File: config.mk
export PLATFORM = sky130hd
export DESIGN_NAME = rolling_odometer_digit_updater
export DESIGN_NICKNAME = d
export VERILOG_FILES = /design/src/rtl/rod_pkg.sv /design/src/rtl/rod_front.sv /design/src/rtl/rod_fifo.sv /design/src/rtl/rod_back.sv /design/src/rtl/rolling_odometer_digit_updater.sv
export VERILOG_INCLUDE_DIRS = /design/src /design/src/rtl
export SDC_FILE = /design/constraint.sdc
export NUM_CORES = 2
export LEC_CHECK = 0
export BUFFER_PORTS_ARGS = -buffer_cell sky130_fd_sc_hd__buf_2
export CAP_MARGIN = 25
export CORE_AREA = 5 5 303 305
export CTS_BUF_LIST = sky130_fd_sc_hd__clkbuf_4 sky130_fd_sc_hd__clkbuf_8 sky130_fd_sc_hd__clkbuf_16
export CTS_CLUSTER_SIZE = 30
export DETAILED_ROUTE_END_ITERATION = 10
export DIE_AREA = 0 0 308 310
export PLACE_DENSITY = 0.82
export RECOVER_POWER = 50
export SLEW_MARGIN = 0
export SYNTH_ARGS = -nofsm -noshare
export SYNTH_HDL_FRONTEND = slang
export SYNTH_SLANG_ARGS = --single-unit
File: constraint.sdc
create_clock -name clk -period 12.9 [get_ports clk]
set_input_delay 1.29 -clock clk [delete_from_list [all_inputs] [get_ports clk]]
set_output_delay 1.29 -clock clk [all_outputs]
set_load 0.03 [all_outputs]
File: src/rtl/rolling_odometer_digit_updater_defines.svh
// ----------------------------------------------------------------------------
// Assertion macros for the rolling odometer digit updater.
// Each macro places one labeled concurrent assertion on clk, off in reset.
// ----------------------------------------------------------------------------
`ifndef ROLLING_ODOMETER_DIGIT_UPDATER_DEFINES_SVH
`define ROLLING_ODOMETER_DIGIT_UPDATER_DEFINES_SVH

// The consequent must hold in the same cycle as the antecedent.
`define ROD_ASSERT_SAME(label, ante, cons, msg) \
  label: assert property (@(posedge clk) disable iff (!rst_n) (ante) |-> (cons)) \
    else $error(msg);

// The consequent must hold in the cycle after the antecedent.
`define ROD_ASSERT_NEXT(label, ante, cons, msg) \
  label: assert property (@(posedge clk) disable iff (!rst_n) (ante) |=> (cons)) \
    else $error(msg);

`endif

File: src/rtl/rod_pkg.sv
`timescale 1ns / 1ps
// ----------------------------------------------------------------------------
// rod_pkg
// Types, constants and helper functions shared by the odometer digit updater.
// ----------------------------------------------------------------------------
package rod_pkg;

  localparam int NUM_PLACES    = 6;
  localparam int DIG_W         = 4;
  localparam int POS_W         = 3;
  localparam int OFF_W         = 5;
  localparam int CNT_W         = 32;
  localparam int FRAC_IN_W     = 8;
  localparam int INVERT_PLACES = 4;

  localparam logic [DIG_W-1:0] DIGIT_BLANK = 4'd15;
  localparam logic [DIG_W-1:0] DIGIT_NINE  = 4'd9;
  localparam logic [DIG_W-1:0] DIGIT_ZERO  = 4'd0;

  // Count modulo one million: q is estimated from count/64 divided by 15625
  // through a reciprocal, which is low by at most one.
  localparam int                 QPROD_W    = 53;
  localparam int                 QUOT_SHIFT = 40;
  localparam int                 QUOT_W     = 13;
  localparam logic [26:0]        QUOT_MUL   = 27'd70368744;
  localparam logic [19:0]        DEC_MOD    = 20'd1000000;
  localparam int                 REM_W      = 20;

  // Digit split: the remainder scaled by 2^37/100000, then one digit per
  // multiply by ten.
  localparam int                 FX_W       = 41;
  localparam int                 FX_FRAC_W  = 37;
  localparam logic [20:0]        FX_MUL     = 21'd1374390;

  localparam logic [FRAC_IN_W-1:0] ROLL_THRESHOLD = 8'd231;
  localparam logic [16:0]          ROLL_BIAS      = 17'd73728;

  localparam int QUEUE_DEPTH_DEF = 4;

  typedef struct packed {
    logic [CNT_W-1:0]     hundredths_count;
    logic [FRAC_IN_W-1:0] hundredths_fraction;
  } rod_in_t;

  typedef struct packed {
    logic [POS_W-1:0] digit_position;
    logic [DIG_W-1:0] digit_value;
    logic [DIG_W-1:0] next_digit;
    logic [OFF_W-1:0] roll_offset;
    logic             rolling;
    logic             inverted;
    logic             last;
  } rod_out_t;

  // One classified frame: digits by place (0 most significant), roll flags
  // and the roll offset.
  typedef logic [NUM_PLACES-1:0][DIG_W-1:0] rod_digits_t;

  typedef struct packed {
    rod_digits_t             digits;
    logic [NUM_PLACES-1:0]   roll;
    logic [OFF_W-1:0]        offset;
  } rod_item_t;

  // floor((frac*320 - 73728) / 256) for frac at or above the threshold.
  function automatic logic [OFF_W-1:0] roll_offset_of(input logic [FRAC_IN_W-1:0] frac);
    logic [16:0] scaled;
    scaled = ({1'b0, frac, 8'b0}) + ({3'b0, frac, 6'b0}) - ROLL_BIAS;
    if (frac < ROLL_THRESHOLD) begin
      return '0;
    end
    return scaled[12:8];
  endfunction

  function automatic logic [FX_W-1:0] times_ten(input logic [FX_FRAC_W-1:0] x);
    logic [FX_W-1:0] wide;
    wide = FX_W'(x);
    return (wide << 3) + (wide << 1);
  endfunction

endpackage

File: src/rtl/rod_front.sv
`timescale 1ns / 1ps
// ----------------------------------------------------------------------------
// rod_front
// Accepts frames, reduces the count modulo one million, splits it into six
// digits and works out the roll offset and per-place roll flags.
// ----------------------------------------------------------------------------
module rod_front (
  input  logic               clk,
  input  logic               rst_n,
  input  logic               in_valid,
  output logic               in_stall,
  input  rod_pkg::rod_in_t   in_data,
  output logic               push,
  output rod_pkg::rod_item_t push_data,
  input  logic               full
);
  import rod_pkg::*;

  localparam int NSTG   = 11;
  localparam int LAST   = NSTG - 1;
  localparam int NDSTG  = NUM_PLACES - 1;

  logic [NSTG-1:0]       vld_r;
  logic                  adv;

  logic [CNT_W-1:0]      cnt1_r, cnt2_r, cnt3_r;
  logic [FRAC_IN_W-1:0]  frac1_r;
  logic [QUOT_W-1:0]     qe2_r;
  logic [CNT_W-1:0]      prod3_r;
  logic [REM_W:0]        rem4_r;
  logic [REM_W-1:0]      rem5_r;
  logic [OFF_W-1:0]      off2_r, off3_r, off4_r, off5_r;
  logic [FX_W-1:0]       fx_r  [0:NDSTG];
  rod_digits_t           dg_r  [0:NDSTG];
  logic [OFF_W-1:0]      offs_r [0:NDSTG];

  logic [QPROD_W-1:0]    qprod_nxt;
  logic [32:0]           prod_nxt;
  logic [CNT_W-1:0]      diff_nxt;
  logic [REM_W:0]        rem_nxt;
  logic [FX_W-1:0]       fx_nxt;
  rod_digits_t           digs_fin;
  logic [NUM_PLACES-1:0] roll_fin;

  assign adv      = !(vld_r[LAST] && full);
  assign in_stall = !adv;
  assign push     = vld_r[LAST] && !full;

  assign qprod_nxt = QPROD_W'(cnt1_r[CNT_W-1:6]) * QPROD_W'(QUOT_MUL);
  assign prod_nxt  = 33'(qe2_r) * 33'(DEC_MOD);
  assign diff_nxt  = cnt3_r - prod3_r;
  assign rem_nxt   = (rem4_r >= (REM_W+1)'(DEC_MOD)) ? rem4_r - (REM_W+1)'(DEC_MOD) : rem4_r;
  assign fx_nxt    = FX_W'(rem5_r) * FX_W'(FX_MUL);

  always_ff @(posedge clk) begin
    if (!rst_n) begin
      vld_r <= '0;
    end else if (adv) begin
      vld_r <= {vld_r[NSTG-2:0], in_valid};
    end
  end

  always_ff @(posedge clk) begin
    if (adv) begin
      cnt1_r    <= in_data.hundredths_count;
      frac1_r   <= in_data.hundredths_fraction;
      cnt2_r    <= cnt1_r;
      qe2_r     <= qprod_nxt[QUOT_SHIFT +: QUOT_W];
      off2_r    <= roll_offset_of(frac1_r);
      cnt3_r    <= cnt2_r;
      prod3_r   <= prod_nxt[CNT_W-1:0];
      off3_r    <= off2_r;
      rem4_r    <= diff_nxt[REM_W:0];
      off4_r    <= off3_r;
      rem5_r    <= rem_nxt[REM_W-1:0];
      off5_r    <= off4_r;
      fx_r[0]   <= fx_nxt;
      dg_r[0]   <= '0;
      offs_r[0] <= off5_r;
      for (int j = 1; j <= NDSTG; j++) begin
        fx_r[j]   <= times_ten(fx_r[j-1][FX_FRAC_W-1:0]);
        offs_r[j] <= offs_r[j-1];
        // Stage j fills in place j-1 and carries the places found earlier.
        for (int k = 0; k < NUM_PLACES; k++) begin
          if (k == j - 1) begin
            dg_r[j][k] <= fx_r[j-1][FX_W-1 -: DIG_W];
          end else begin
            dg_r[j][k] <= dg_r[j-1][k];
          end
        end
      end
    end
  end

  // The last digit comes off the final stage; roll flags ripple up from the
  // least significant place while the lower places all show nine.
  always_comb begin
    digs_fin           = dg_r[NDSTG];
    digs_fin[NDSTG]    = fx_r[NDSTG][FX_W-1 -: DIG_W];
    roll_fin[NDSTG]    = (offs_r[NDSTG] != '0);
    for (int i = NDSTG - 1; i >= 0; i--) begin
      roll_fin[i] = roll_fin[i+1] && (digs_fin[i+1] == DIGIT_NINE);
    end
    push_data.digits = digs_fin;
    push_data.roll   = roll_fin;
    push_data.offset = offs_r[NDSTG];
  end

endmodule

File: src/rtl/rod_fifo.sv
`timescale 1ns / 1ps
// ----------------------------------------------------------------------------
// rod_fifo
// Small register queue of classified frames between the front and the back.
// ----------------------------------------------------------------------------
module rod_fifo #(
  parameter int DEPTH = rod_pkg::QUEUE_DEPTH_DEF
) (
  input  logic               clk,
  input  logic               rst_n,
  input  logic               push,
  input  rod_pkg::rod_item_t push_data,
  output logic               full,
  input  logic               pop,
  output rod_pkg::rod_item_t pop_data,
  output logic               empty
);
  import rod_pkg::*;

  localparam int PTR_W = $clog2(DEPTH);
  localparam int CNT_W = $clog2(DEPTH + 1);

  rod_item_t        mem_r [DEPTH];
  logic [PTR_W-1:0] wr_ptr_r, rd_ptr_r;
  logic [CNT_W-1:0] count_r;

  assign full     = (count_r == CNT_W'(DEPTH));
  assign empty    = (count_r == '0);
  assign pop_data = mem_r[rd_ptr_r];

  always_ff @(posedge clk) begin
    if (!rst_n) begin
      wr_ptr_r <= '0;
      rd_ptr_r <= '0;
      count_r  <= '0;
    end else begin
      if (push) begin
        wr_ptr_r <= (wr_ptr_r == PTR_W'(DEPTH - 1)) ? '0 : wr_ptr_r + 1'b1;
      end
      if (pop) begin
        rd_ptr_r <= (rd_ptr_r == PTR_W'(DEPTH - 1)) ? '0 : rd_ptr_r + 1'b1;
      end
      if (push && !pop) begin
        count_r <= count_r + 1'b1;
      end else if (pop && !push) begin
        count_r <= count_r - 1'b1;
      end
    end
  end

  always_ff @(posedge clk) begin
    if (push) begin
      mem_r[wr_ptr_r] <= push_data;
    end
  end

endmodule

File: src/rtl/rod_back.sv
`timescale 1ns / 1ps
// ----------------------------------------------------------------------------
// rod_back
// Compares each frame with the shown digits, keeps the display state and
// issues one redraw transaction per place that needs it.
// ----------------------------------------------------------------------------
module rod_back (
  input  logic               clk,
  input  logic               rst_n,
  input  logic               empty,
  input  rod_pkg::rod_item_t head,
  output logic               pop,
  output logic               out_valid,
  input  logic               out_stall,
  output rod_pkg::rod_out_t  out_data
);
  import rod_pkg::*;

  rod_digits_t             shown_r;
  logic [NUM_PLACES-1:0]   was_roll_r;
  rod_item_t               act_r;
  logic [NUM_PLACES-1:0]   mask_r;
  logic                    out_valid_r;
  rod_out_t                out_r;

  logic                    out_free;
  logic                    emit_fire;
  logic [POS_W-1:0]        sel;
  logic [NUM_PLACES-1:0]   rest;
  logic [NUM_PLACES-1:0]   head_mask;
  logic [DIG_W-1:0]        sel_dig;
  rod_out_t                out_nxt;

  assign out_free  = !out_valid_r || !out_stall;
  assign emit_fire = out_free && (mask_r != '0);
  assign pop       = !empty && ((mask_r == '0) || (emit_fire && (rest == '0)));
  assign out_valid = out_valid_r;
  assign out_data  = out_r;

  always_comb begin
    sel = '0;
    for (int i = NUM_PLACES - 1; i >= 0; i--) begin
      if (mask_r[i]) begin
        sel = POS_W'(i);
      end
    end
    rest = mask_r;
    rest[sel] = 1'b0;
    for (int i = 0; i < NUM_PLACES; i++) begin
      head_mask[i] = (head.digits[i] != shown_r[i]) || head.roll[i] || was_roll_r[i];
    end
  end

  always_comb begin
    sel_dig                = act_r.digits[sel];
    out_nxt.digit_position = sel;
    out_nxt.digit_value    = sel_dig;
    out_nxt.next_digit     = (sel_dig == DIGIT_NINE) ? DIGIT_ZERO : sel_dig + 1'b1;
    out_nxt.rolling        = act_r.roll[sel];
    out_nxt.roll_offset    = act_r.roll[sel] ? act_r.offset : '0;
    out_nxt.inverted       = (sel < POS_W'(INVERT_PLACES));
    out_nxt.last           = (rest == '0);
  end

  always_ff @(posedge clk) begin
    if (!rst_n) begin
      shown_r     <= {NUM_PLACES{DIGIT_BLANK}};
      was_roll_r  <= '0;
      mask_r      <= '0;
      out_valid_r <= 1'b0;
    end else begin
      if (pop) begin
        mask_r     <= head_mask;
        shown_r    <= head.digits;
        was_roll_r <= head.roll;
      end else if (emit_fire) begin
        mask_r <= rest;
      end
      if (emit_fire) begin
        out_valid_r <= 1'b1;
      end else if (!out_stall) begin
        out_valid_r <= 1'b0;
      end
    end
  end

  always_ff @(posedge clk) begin
    if (pop) begin
      act_r <= head;
    end
    if (emit_fire) begin
      out_r <= out_nxt;
    end
  end

endmodule

File: src/rtl/rolling_odometer_digit_updater.sv
`timescale 1ns / 1ps
// ----------------------------------------------------------------------------
// rolling_odometer_digit_updater
// Turns hour meter frames into per-digit redraw commands for a rolling
// six-digit odometer display.
// ----------------------------------------------------------------------------
//
// Channel   Direction  Handshake              Payload
// in_*      input      in_valid / in_stall    rod_in_t  (count, fraction)
// out_*     output     out_valid / out_stall  rod_out_t (one redraw command)
//
// A frame transaction can be taken every cycle while in_stall is low into
// an 11-stage front pipeline; the back issues one redraw per cycle while
// out_stall is low, and takes the next frame along with a frame's last redraw,
// or at once when nothing needs redrawing. Frames reach the back via the queue.
// Reset is synchronous and active low; it empties the pipeline and queue,
// marks every place as blank and clears the roll flags. No clearing pass.
// in_stall rises only when the queue is full and the last front stage holds
// a frame; out_stall only holds the output register and lets the queue fill.
//
module rolling_odometer_digit_updater #(
  parameter int QUEUE_DEPTH = rod_pkg::QUEUE_DEPTH_DEF
) (
  input  logic              clk,
  input  logic              rst_n,
  input  logic              in_valid,
  output logic              in_stall,
  input  rod_pkg::rod_in_t  in_data,
  output logic              out_valid,
  input  logic              out_stall,
  output rod_pkg::rod_out_t out_data
);
  import rod_pkg::*;

  `include "rolling_odometer_digit_updater_defines.svh"

  // Front to queue: a classified frame with its digits, roll flags and offset.
  logic      fifo_push;
  logic      fifo_full;
  rod_item_t fifo_wdata;

  // Queue to back: the oldest classified frame.
  logic      fifo_pop;
  logic      fifo_empty;
  rod_item_t fifo_rdata;

  // The front works out the six digits of the count modulo one million and
  // the roll state, independent of what the display currently shows.
  rod_front u_front (
    .clk       (clk),
    .rst_n     (rst_n),
    .in_valid  (in_valid),
    .in_stall  (in_stall),
    .in_data   (in_data),
    .push      (fifo_push),
    .push_data (fifo_wdata),
    .full      (fifo_full)
  );

  // The queue lets the front keep taking frames while the back is busy
  // emitting several redraws for an earlier frame.
  rod_fifo #(
    .DEPTH (QUEUE_DEPTH)
  ) u_fifo (
    .clk       (clk),
    .rst_n     (rst_n),
    .push      (fifo_push),
    .push_data (fifo_wdata),
    .full      (fifo_full),
    .pop       (fifo_pop),
    .pop_data  (fifo_rdata),
    .empty     (fifo_empty)
  );

  // The back owns the shown digits and the roll flags of the previous frame.
  // It updates them when it picks up a frame and then walks the places that
  // need a redraw, most significant first.
  rod_back u_back (
    .clk       (clk),
    .rst_n     (rst_n),
    .empty     (fifo_empty),
    .head      (fifo_rdata),
    .pop       (fifo_pop),
    .out_valid (out_valid),
    .out_stall (out_stall),
    .out_data  (out_data)
  );

  // A redraw marked rolling always carries a nonzero shift.
  `ROD_ASSERT_SAME(a_roll_has_offset, out_valid && out_data.rolling, out_data.roll_offset != '0, "rolling redraw with zero offset")
  // The front never writes into a full queue.
  `ROD_ASSERT_SAME(a_no_overflow, fifo_push, !fifo_full, "push into full queue")
  // The back never takes a frame from an empty queue.
  `ROD_ASSERT_SAME(a_no_underflow, fifo_pop, !fifo_empty, "pop from empty queue")
  // A push into an empty queue leaves a frame for the back next cycle.
  `ROD_ASSERT_NEXT(a_push_lands, fifo_push && fifo_empty && !fifo_pop, !fifo_empty, "pushed frame lost")

endmodule
==> flow_summary.json <==
{
  "viasPerCell": 5.550,
  "wl_per_cell_um": 17.64,
  "place.port_buffers": 64,
  "layout-drive-gt1-share_pct": 5.750,
  "cts-hold-fix-buffers": 0,
  "nFillCells": 6529,
  "synth_async_sr_flop_share_pct": 0,
  "number_of_max_cap_violations": 8,
  "clkLatencyLatePin_ns": 0.64,
  "wl_um": 99910,
  "path_max_fanout": 8,
  "pin_count_of_the_biggest_net_entering_global_routing": 205,
  "detailroute.via_count": 31430,
  "clock_skew_ns": 0.07688,
  "syn_area_um2": 51930,
  "htreeDepth": 3,
  "postSynth.topFlopCell": "sky130_fd_sc_hd__edfxtp_1",
  "grt_setup_unrepaired": "no",
  "run_status": "complete, but fails checks",
  "totalNegativeSetupSlack_ns": 0,
  "criticalPathCategory": "register to register",
  "final_nets": 5599,
  "post-synth-top-area-fraction_pct": 37.53,
  "number_of_synthesized_flops_with_an_enable_pin": 649,
  "cts_buffers": 76,
  "dp.final_hpwl_um": 75960,
  "maxClockFrequency_mhz": 133.1,
  "core_area_um2": 89050,
  "hold_path.class": "register to register",
  "tritoncts": "built",
  "yosysTopAreaCell": "sky130_fd_sc_hd__edfxtp_1",
  "area_growth_syn_to_layout_pct": 8.701,
  "cts_root_buf": "sky130_fd_sc_hd__clkbuf_16",
  "synthTopCellsByArea": "sky130_fd_sc_hd__edfxtp_1, sky130_fd_sc_hd__ha_1, sky130_fd_sc_hd__fa_1",
  "globalplace.congestion": 0.9337,
  "setup.worst_path.start_class": "register",
  "finalHoldViolCount": 0,
  "fin_crit_ns": 7.516,
  "multi_input_area_um2": 28210,
  "antenna_cells": 0,
  "clock_sinks": 706,
  "cts_max_path_buffers": 3,
  "drt-initial-drc-count": 1934,
  "floorplan.die.height_um": 310,
  "synthesis.instances": 4298,
  "area.sequential_um2": 20630,
  "clkSlewWorstSetupHoldPaths_ns": 0.07,
  "synth_nets": 5473,
  "floorplan.io_pins": 65,
  "detailedRoute.firstPassIterationCount": 6,
  "final.period_utilization_pct": 58.26,
  "post_cts_resized": 0,
  "setup_slack_ns": 5.384,
  "setup_violations": 0,
  "detailedPlace.worstSlack_ns": 5.456,
  "reg2reg_slack_ns": 5.38,
  "tightest_slew_ns": 3.779,
  "aggregate_global_routing_overflow": 0,
  "antenna_found_initial": 1,
  "slew-limit-headroom_pct": -151.9,
  "placement_rows": 110,
  "die_x_um": 308,
  "worst-endpoint-arrival_ns": 7.96,
  "synth.ff_latch_count": 706,
  "failed_checks": "max-capacitance violations, max-slew violations",
  "synth_cell_types": 85,
  "ys.warnings.count": 0,
  "postCtsSetupRepairBufs": 0,
  "postRouteAntennaNets": 0,
  "worst-r2r-cell-count": 24,
  "holdPathStages": 0,
  "via_count_of_the_first_global_routing_pass": 33360,
  "final-max-slew-violation-count": 368,
  "gr-usage-all-layers_pct": 21.40,
  "die-area_um2": 95480,
  "syn_avg_cell_area_um2": 12.08,
  "worst_setup_path_end_kind": "register",
  "synth_sequential_area_ratio_pct": 39.73,
  "drc_errors_left": 0,
  "timing.critical_path.required_ns": 13.34,
  "grt_first_pass_wirelength_um": 166600,
  "starting_density_of_the_core_pct": 58.32
}
-- worst max-delay path, cell delays in order (launching register included) --
cell and delay, ns:
sky130_fd_sc_hd__edfxtp_1 0.64, sky130_fd_sc_hd__inv_1 0.24, sky130_fd_sc_hd__fa_1 0.54, sky130_fd_sc_hd__inv_1 0.05
sky130_fd_sc_hd__fa_1 0.50, sky130_fd_sc_hd__inv_1 0.05, sky130_fd_sc_hd__fa_1 0.37, sky130_fd_sc_hd__fa_1 0.48
sky130_fd_sc_hd__inv_1 0.05, sky130_fd_sc_hd__fa_1 0.46, sky130_fd_sc_hd__fa_1 0.55, sky130_fd_sc_hd__inv_1 0.06
sky130_fd_sc_hd__fa_1 0.55, sky130_fd_sc_hd__inv_1 0.06, sky130_fd_sc_hd__ha_1 0.30, sky130_fd_sc_hd__and3_1 0.19
sky130_fd_sc_hd__o2111a_1 0.25, sky130_fd_sc_hd__or4_4 0.50, sky130_fd_sc_hd__a221oi_4 0.28, sky130_fd_sc_hd__a21oi_2 0.10
sky130_fd_sc_hd__o21ai_2 0.17, sky130_fd_sc_hd__o211ai_2 0.15, sky130_fd_sc_hd__o22a_1 0.24, sky130_fd_sc_hd__or4_1 0.42
sky130_fd_sc_hd__o311ai_1 0.10
-- worst paths after layout --
| path | end | from |
|---|---|---|
| setup / recovery | u_front.qe2_r[12] | u_front.cnt1_r[30] |
| hold / removal | u_front.dg_r[1][35] | u_front.fx_r[2][40] |
| setup reg to reg | u_front.qe2_r[12] | u_front.cnt1_r[30] |
| hold reg to reg | u_front.dg_r[1][35] | u_front.fx_r[2][40] |
-- synth_stat cells, types with 27 or more instances --
cell / n
sky130_fd_sc_hd__edfxtp_1: 649
sky130_fd_sc_hd__o21ai_0: 64
sky130_fd_sc_hd__ha_1: 704
sky130_fd_sc_hd__o21a_1: 30
sky130_fd_sc_hd__a31oi_1: 27
sky130_fd_sc_hd__xor2_1: 94
sky130_fd_sc_hd__inv_1: 787
sky130_fd_sc_hd__clkbuf_1: 32
sky130_fd_sc_hd__xnor2_1: 165
sky130_fd_sc_hd__a21o_1: 112
sky130_fd_sc_hd__mux4_2: 40
sky130_fd_sc_hd__nand3_1: 88
sky130_fd_sc_hd__o21ai_1: 58
sky130_fd_sc_hd__nor2b_1: 41
sky130_fd_sc_hd__o21bai_1: 32
sky130_fd_sc_hd__dfxtp_1: 57
sky130_fd_sc_hd__nand2b_1: 36
sky130_fd_sc_hd__a21oi_1: 196
sky130_fd_sc_hd__nor3_1: 29
sky130_fd_sc_hd__nand2_1: 197
sky130_fd_sc_hd__fa_1: 427
sky130_fd_sc_hd__nor2_1: 142
-- metal layers --
layer  track usage (%)  up-vias  routed length (um)
li1                  -    15140                   -
met1             27.63    15440               41820
met2             38.54      688               51070
met3             2.974      158                4491
met4             5.431        0                2530
met5                 0        -                   0
-- sequential cells by signal (all words and copies together), names as in the netlist, 21 cells and up, named ones only --
name	cells
u_back.act_r	35
u_front.dg_r	60
u_front.cnt1_r	32
u_front.cnt3_r	21
u_front.offs_r	30
u_fifo.mem_r	140
u_front.cnt2_r	21
u_front.rem4_r	21
u_back.shown_r	24
u_front.fx_r	194
-- cell usage in the layout (no fill, tap or decap), drive strengths merged, types with 21 or more instances in the layout --
| cell | n |
|---|---|
| nand2b | 36 |
| edfxtp | 649 |
| a31oi | 27 |
| xnor2 | 165 |
| o21ai | 123 |
| nand3 | 88 |
| inv | 792 |
| a21oi | 197 |
| xor2 | 94 |
| clkinv | 27 |
| o21bai | 32 |
| a21o | 112 |
| clkbuf | 112 |
| dfxtp | 57 |
| fa | 427 |
| nor2b | 41 |
| nor2 | 142 |
| and3 | 25 |
| nand4 | 21 |
| o21a | 30 |
| buf | 68 |
| a21boi | 38 |
| nor3 | 29 |
| ha | 704 |
| mux4 | 40 |
| nand2 | 197 |
-- cells by family (layout without fill, tap and decap cells) --
group | after synthesis | count (layout) | share of synthesized area, %
mux | 48 | 48 | 1.891
flops | 706 | 706 | 39.73
fa+ha+maj | 1131 | 1131 | 33.42
compound gates | 690 | 690 | 8.715
buf+inv | 824 | 1013 | 5.959
simple gates | 640 | 640 | 5.915
xor+xnor | 259 | 259 | 4.368
-- metrics by stage --
stage | hold slack (ns) | util, % | instance area, um2 | cells
after floorplan | 0.4003 | - | 51930 | 4298
after global placement | 0.4001 | 60.37 | 53760 | 5520
after detailed placement | 0.4045 | 60.37 | 53760 | 5520
after CTS | 0.4081 | 63.43 | 56490 | 5661
after global routing | 0.4183 | 63.39 | 56450 | 5663
final | 0.4072 | 63.39 | 56450 | 5663
-- final cells by class --
cell class,instances,area share (%)
clock buffers,97,3.702
clock inverters,44,1.135
inverters,789,5.247
multi-input cells,2768,49.97
flip-flops and latches,706,36.55
well taps,1176,2.607
repair buffers,83,0.7913
Power is not shown: default switching activity piles up to over one toggle a cycle in this logic, so the estimate is an artifact.
